==> src/rtl/scfh_pkg.sv <==
// shared types, widths and step functions of the segment circle first hit core
package scfh_pkg;

    localparam int CW    = 16;            // coordinate width
    localparam int RW    = CW - 1;        // radius width
    localparam int DW    = CW + 1;        // coordinate difference width
    localparam int PW    = 2 * DW;        // difference product width
    localparam int L2W   = PW;            // squared length width
    localparam int DOTW  = PW + 1;        // dot and cross width
    localparam int ACW   = 2 * CW;        // cross magnitude limit for a hit
    localparam int R2W   = 2 * RW;        // squared radius width
    localparam int RADW  = 2 * ACW;       // radicand width
    localparam int SQW   = ACW;           // root width
    localparam int KW    = DOTW + 1;      // projection offset width
    localparam int MW    = KW + DW;       // scaled offset width
    localparam int NW    = MW + 2;        // dividend width
    localparam int DENW  = L2W + 1;       // divisor width
    localparam int QW    = DW + 1;        // quotient width, bounded by |u| + r
    localparam int FXW   = CW + 4;        // unsaturated point width

    localparam int FRONT_STAGES = 6;
    localparam int SQRT_PER     = 2;
    localparam int SQRT_STAGES  = SQW / SQRT_PER;
    localparam int MID_STAGES   = 3;
    localparam int DIV_PER      = 2;
    localparam int DIV_STAGES   = QW / DIV_PER;
    localparam int LATENCY      = FRONT_STAGES + SQRT_STAGES + MID_STAGES + DIV_STAGES + 1;

    typedef struct packed {
        logic signed [CW-1:0] start_x;
        logic signed [CW-1:0] start_y;
        logic signed [CW-1:0] end_x;
        logic signed [CW-1:0] end_y;
        logic signed [CW-1:0] centre_x;
        logic signed [CW-1:0] centre_y;
        logic        [RW-1:0] radius;
    } in_word_t;

    typedef struct packed {
        logic                 hit;
        logic signed [CW-1:0] point_x;
        logic signed [CW-1:0] point_y;
    } out_word_t;

    typedef struct packed {
        logic signed [CW-1:0]   sx;
        logic signed [CW-1:0]   sy;
        logic signed [CW-1:0]   ex;
        logic signed [DW-1:0]   dx;
        logic signed [DW-1:0]   dy;
        logic signed [DOTW-1:0] dot;
        logic        [L2W-1:0]  l2;
        logic                   cand;
        logic                   chk;
    } front_side_t;

    typedef struct packed {
        logic signed [CW-1:0] sx;
        logic signed [CW-1:0] sy;
        logic signed [CW-1:0] ex;
        logic                 negx;
        logic                 negy;
        logic                 cand;
        logic                 chk;
    } back_side_t;

    typedef struct packed {
        logic [RADW-1:0] v;
        logic [RADW-1:0] res;
    } sqrt_state_t;

    typedef struct packed {
        logic [NW-1:0] rem;
        logic [QW-1:0] q;
    } div_state_t;

    // one digit of the bitwise square root
    function automatic sqrt_state_t sqrt_step(sqrt_state_t s, int idx);
        logic [RADW-1:0] bitv;
        logic [RADW-1:0] trial;
        sqrt_state_t     n;
        bitv  = RADW'(1) << (RADW - 2 - 2 * idx);
        trial = s.res + bitv;
        if (s.v >= trial) begin
            n.v   = s.v - trial;
            n.res = (s.res >> 1) + bitv;
        end else begin
            n.v   = s.v;
            n.res = s.res >> 1;
        end
        return n;
    endfunction

    // one quotient bit of the restoring divide
    function automatic div_state_t div_step(div_state_t s, logic [DENW-1:0] d, int idx);
        logic [NW-1:0] sub;
        div_state_t    n;
        sub = NW'(d) << idx;
        if (s.rem >= sub) begin
            n.rem = s.rem - sub;
            n.q   = {s.q[QW-2:0], 1'b1};
        end else begin
            n.rem = s.rem;
            n.q   = {s.q[QW-2:0], 1'b0};
        end
        return n;
    endfunction

    function automatic logic signed [CW-1:0] sat_coord(logic signed [FXW-1:0] v);
        logic signed [FXW-1:0] hi;
        logic signed [FXW-1:0] lo;
        hi = FXW'((2 ** (CW - 1)) - 1);
        lo = ~hi;
        if (v > hi) begin
            return hi[CW-1:0];
        end else if (v < lo) begin
            return lo[CW-1:0];
        end
        return v[CW-1:0];
    endfunction

endpackage

==> src/rtl/scfh_mid.sv <==
// projection offset, scaling by the direction and dividend setup
module scfh_mid (
    input  logic                          clk,
    input  logic                          rst_n,
    input  logic                          in_valid,
    input  logic [scfh_pkg::SQW-1:0]      in_root,
    input  scfh_pkg::front_side_t         in_side,
    output logic                          out_valid,
    output logic [scfh_pkg::NW-1:0]       out_nx,
    output logic [scfh_pkg::NW-1:0]       out_ny,
    output logic [scfh_pkg::DENW-1:0]     out_d,
    output scfh_pkg::back_side_t          out_side
);
    import scfh_pkg::*;

    logic [MID_STAGES-1:0] valid_reg;

    logic signed [KW-1:0]  k1_reg;
    logic signed [DW-1:0]  dx1_reg, dy1_reg;
    logic        [L2W-1:0] l21_reg, l22_reg;
    back_side_t            side1_reg, side2_reg, side3_reg;
    logic signed [MW-1:0]  px2_reg, py2_reg;
    logic [NW-1:0]         nx3_reg, ny3_reg;
    logic [DENW-1:0]       d3_reg;

    logic [MW-1:0] magx, magy;

    assign magx = px2_reg[MW-1] ? $unsigned(-px2_reg) : $unsigned(px2_reg);
    assign magy = py2_reg[MW-1] ? $unsigned(-py2_reg) : $unsigned(py2_reg);

    always_ff @(posedge clk or negedge rst_n)
    begin
        if (!rst_n)
        begin
            valid_reg <= '0;
        end
        else
        begin
            valid_reg <= {valid_reg[MID_STAGES-2:0], in_valid};
        end
    end

    always_ff @(posedge clk)
    begin
        k1_reg         <= {in_side.dot[DOTW-1], in_side.dot} - {{(KW - SQW){1'b0}}, in_root};
        dx1_reg        <= in_side.dx;
        dy1_reg        <= in_side.dy;
        l21_reg        <= in_side.l2;
        side1_reg.sx   <= in_side.sx;
        side1_reg.sy   <= in_side.sy;
        side1_reg.ex   <= in_side.ex;
        side1_reg.negx <= 1'b0;
        side1_reg.negy <= 1'b0;
        side1_reg.cand <= in_side.cand;
        side1_reg.chk  <= in_side.chk;

        px2_reg   <= MW'(k1_reg) * MW'(dx1_reg);
        py2_reg   <= MW'(k1_reg) * MW'(dy1_reg);
        l22_reg   <= l21_reg;
        side2_reg <= side1_reg;

        // round to nearest: (2|p| + l2) / (2 l2)
        nx3_reg        <= {1'b0, magx, 1'b0} + NW'(l22_reg);
        ny3_reg        <= {1'b0, magy, 1'b0} + NW'(l22_reg);
        d3_reg         <= {l22_reg, 1'b0};
        side3_reg.sx   <= side2_reg.sx;
        side3_reg.sy   <= side2_reg.sy;
        side3_reg.ex   <= side2_reg.ex;
        side3_reg.cand <= side2_reg.cand;
        side3_reg.chk  <= side2_reg.chk;
        side3_reg.negx <= px2_reg[MW-1];
        side3_reg.negy <= py2_reg[MW-1];
    end

    assign out_valid = valid_reg[MID_STAGES-1];
    assign out_nx    = nx3_reg;
    assign out_ny    = ny3_reg;
    assign out_d     = d3_reg;
    assign out_side  = side3_reg;

endmodule

==> config.mk <==
export PLATFORM = sky130hd
export DESIGN_NAME = scfh_mid
export DESIGN_NICKNAME = d
export VERILOG_FILES = /design/src/rtl/scfh_pkg.sv /design/src/rtl/scfh_mid.sv
export SDC_FILE = /design/constraint.sdc
export NUM_CORES = 2
export LEC_CHECK = 0
export ABC_AREA = 1
export ABC_CLOCK_PERIOD_IN_PS = 7900
export BUFFER_PORTS_ARGS = -buffer_cell sky130_fd_sc_hd__buf_2
export CORE_AREA = 2 2 428 303
export DETAILED_ROUTE_END_ITERATION = 10
export DIE_AREA = 0 0 430 305
export PLACE_DENSITY = 0.79
export SLEW_MARGIN = 30
export SYNTH_ARGS = -nofsm -noshare
export SYNTH_HDL_FRONTEND = slang
export SYNTH_SLANG_ARGS = --single-unit
export TNS_END_PERCENT = 1
==> constraint.sdc <==
create_clock -name clk -period 7.9 [get_ports clk]
set_input_delay 1.58 -clock clk [delete_from_list [all_inputs] [get_ports clk]]
set_output_delay 1.58 -clock clk [all_outputs]
set_load 0.005 [all_outputs]
==> results.py <==
metrics = {
    "worst_setup_path": {
        "crit_path_start_kind": "flop",
        "path_buf_inv": 5,
        "cp_slowest_cell": "dfxtp_1",
        "worstPathRequired_ns": 8.42,
        "cp_data_arrival_time_ns": 7.40,
        "cp-end-kind": "flop",
        "setup.worst_path.class": "flop to flop",
        "path_delay_family": "adder cells",
        "crit_fanout": 17,
        "path_cells": "buf_4 > nand2_1 > fa_1 > fa_1 > fa_1 > inv_1 > fa_1 > fa_1 > inv_1 > fa_1 > inv_1 > ha_1 > a21oi_1 > inv_1 > a31oi_1 > a21boi_1 > o21ai_1 > nand2_1 > nand2_1 > nand2_1 > nand2_1 > xor2_1",
        "slowest_delay_ns": 0.89,
        "crit_top_cell": "fa_1",
    },
    "layout": {
        "largest_register_ffs": 55,
        "fin_cells": 10027,
        "fillers": 11466,
        "nNetsFinal": 9998,
        "area_growth_pct": 8.68,
        "drive_gt1_share_pct": 8.62,
        "utilization_pct": 55.0,
    },
    "yosys": {
        "yosys.area_share.simple_pct": 17.3,
        "synth_edf_count": 0,
        "synth-seq-cells": 541,
        "avgSynthCellArea_sq_um": 8.01,
        "synth-xor-area-share_pct": 3.97,
        "yosysTopAreaCell": "fa_1",
        "synth_area_sq_um": 64500,
        "netlist_instances": 8045,
        "synth_compound_area_share_pct": 5.07,
        "synthDominantCellAreaShare_pct": 36.2,
        "seq_area_frac_synth_pct": 16.8,
        "synthMuxAreaShare_pct": 0,
        "synthAdderAreaFrac_pct": 42.9,
        "synth_ff_type": "dfxtp_1",
        "ys_top_cells_by_area": "fa_1, dfxtp_1, inv_1, nand2_1, ha_1",
        "ys_warn_count": 0,
        "synth_top_family_by_area": "adder cells",
        "synth.distinct_cells": 58,
        "synth-async-reset-ratio_pct": 0.555,
    },
    "route": {
        "avgViaCountPerCell": 5.26,
        "drt_wl_total_mm": 191,
        "vias": 52711,
        "drt-initial-drc-count": 4832,
        "routedWlPerCell_um": 19.1,
        "drc": 0,
        "drtAntennaViolNets": 0,
        "drtPass1Iterations": 8,
    },
    "outcome": {
        "status": "complete, no violations",
    },
    "run": {
        "max_cap_viol_count": 0,
    },
    "sta": {
        "period_minus_slack_ns": 6.88,
        "finalClockSkew_ns": 0.0825,
        "timing.final.hold_violations": 0,
        "drv_slew": 0,
        "rsz0062_at_grt": "false",
        "finalCritPeriodShare_pct": 87.1,
        "relSlewSlack_pct": 28.2,
        "tightest_slew_ns": 1.08,
        "clock.fmax_mhz": 145,
        "setup_ws_ns": 1.02,
        "tns_ns": 0,
        "setup_viol": 0,
    },
    "clock_network": {
        "cts_hold_buf": 0,
        "path_clk_slew_ns": 0.07,
        "insertion_delay_ns": 0.72,
        "ctsResizeCount": 0,
        "clockBufferDepth": 3,
        "cts_root_buf": "clkbuf_16",
        "tritoncts": "done",
        "htreeDepth": 2,
        "cts_buffers": 52,
        "cts_setup_buffers": 0,
        "tritoncts_num_sinks": 541,
    },
    "place": {
        "portBuffers": 384,
        "hpwlAfterDp_mm": 156,
        "post-place-ws_ns": 1.20,
        "place_congestion": 0.985,
        "dp.cells": 9925,
    },
    "global_route": {
        "grt_pass1_vias": 55927,
        "grt_antenna_before_repair": 5,
        "grt_max_degree": 57,
        "grt_usage_pct": 29.8,
        "grt.overflow.total": 0,
        "grt_pass1_wl_mm": 307,
    },
    "floorplanning": {
        "dieHeight_um": 305,
        "ioPinCount": 386,
        "die_area_sq_um": 131000,
        "die_w_um": 430,
        "core_sq_um": 127000,
        "rows": 110,
        "initial_core_util_pct": 50.6,
    },
    "hold_path": {
        "hold_path.class": "flop to flop",
    },
}
## final timing paths
kind | from | to | slack, ns | cells after the start
min | side2_reg[9]$_DFF_P_ | out_side[9]$_DFF_P_ | 0.27 | 0
min in group asynchronous | rst_n | valid_reg[0]$_DFF_PN0_ | 0.65 | 1
max | k1_reg[10]$_DFF_P_ | px2_reg[44]$_DFF_P_ | 1.02 | 22
max reg2reg | k1_reg[10]$_DFF_P_ | px2_reg[44]$_DFF_P_ | 1.02 | 22
max in group asynchronous | rst_n | valid_reg[1]$_DFF_PN0_ | 7.15 | 1
min reg2reg | side2_reg[9]$_DFF_P_ | out_side[9]$_DFF_P_ | 0.27 | 0
## per-layer routing
layer	up-vias	track usage, %	wire length [um]
met5	-	0	0
met4	0	9.21	6310
met3	451	6.81	20200
met2	2578	48.0	86900
met1	25861	40.2	77900
li1	23821	-	-
## synth_stat cells, types with 25 or more instances
master,count
xor2_1,205
o21ai_0,153
fa_1,1165
nand3_1,157
inv_1,2076
a21oi_1,254
xnor2_1,87
a21o_1,25
nand2_1,1902
ha_1,346
a31oi_1,40
nand4_1,45
clkbuf_1,280
dfxtp_1,538
nor2_1,468
nor2_2,43
nor3_1,32
## through the flow
stage / hold WS [ns] / cell area, sq um
detailed placement: 0.312 / 68300
global placement: 0.310 / 68300
global route: 0.291 / 70000
finish: 0.267 / 70100
CTS: 0.280 / 70000
floorplan: 0.310 / 64500
## area by class of cell
type	instances	area [sq um]	share of cell area, %
Tap cell	1680	2100	3.00
Sequential cell	541	10900	15.5
Timing Repair Buffer	494	2820	4.03
Antenna cell	9	22.5	0.0321
Multi-Input combinational cell	5128	44700	63.8
Clock inverter	30	342	0.488
Inverter	2082	7820	11.2
Clock buffer	63	1420	2.03
## cells by family (layout without fill, tap and decap cells)
family,after synthesis,count (layout)
compound gates,578,578
flops,541,541
xor+xnor,292,292
buf+inv,2378,2669
fa+ha+maj,1511,1511
other cells,1,12
simple gates,2744,2744
## cells in the final DEF, fill, tap and decap left out, drive strengths merged, types with 4 or more instances in the layout
cell / count
a211oi: 4
nand4: 49
a21o: 25
a31oi: 40
a21oi: 257
nand3b: 8
and2: 5
dfxtp: 538
nand2: 1930
nor3: 40
xnor2: 87
clkbuf: 63
o21bai: 18
inv: 2092
fa: 1165
xor2: 205
o21a: 24
or2: 5
clkinv: 17
o31ai: 6
nor2: 521
buf: 494
ha: 346
diode: 9
o21ai: 177
o211ai: 8
nor4: 16
a21boi: 13
nand3: 164
Power is left out: the tool's default activity adds up to more than one toggle a clock period on the data nets, which glitch-free logic cannot reach.
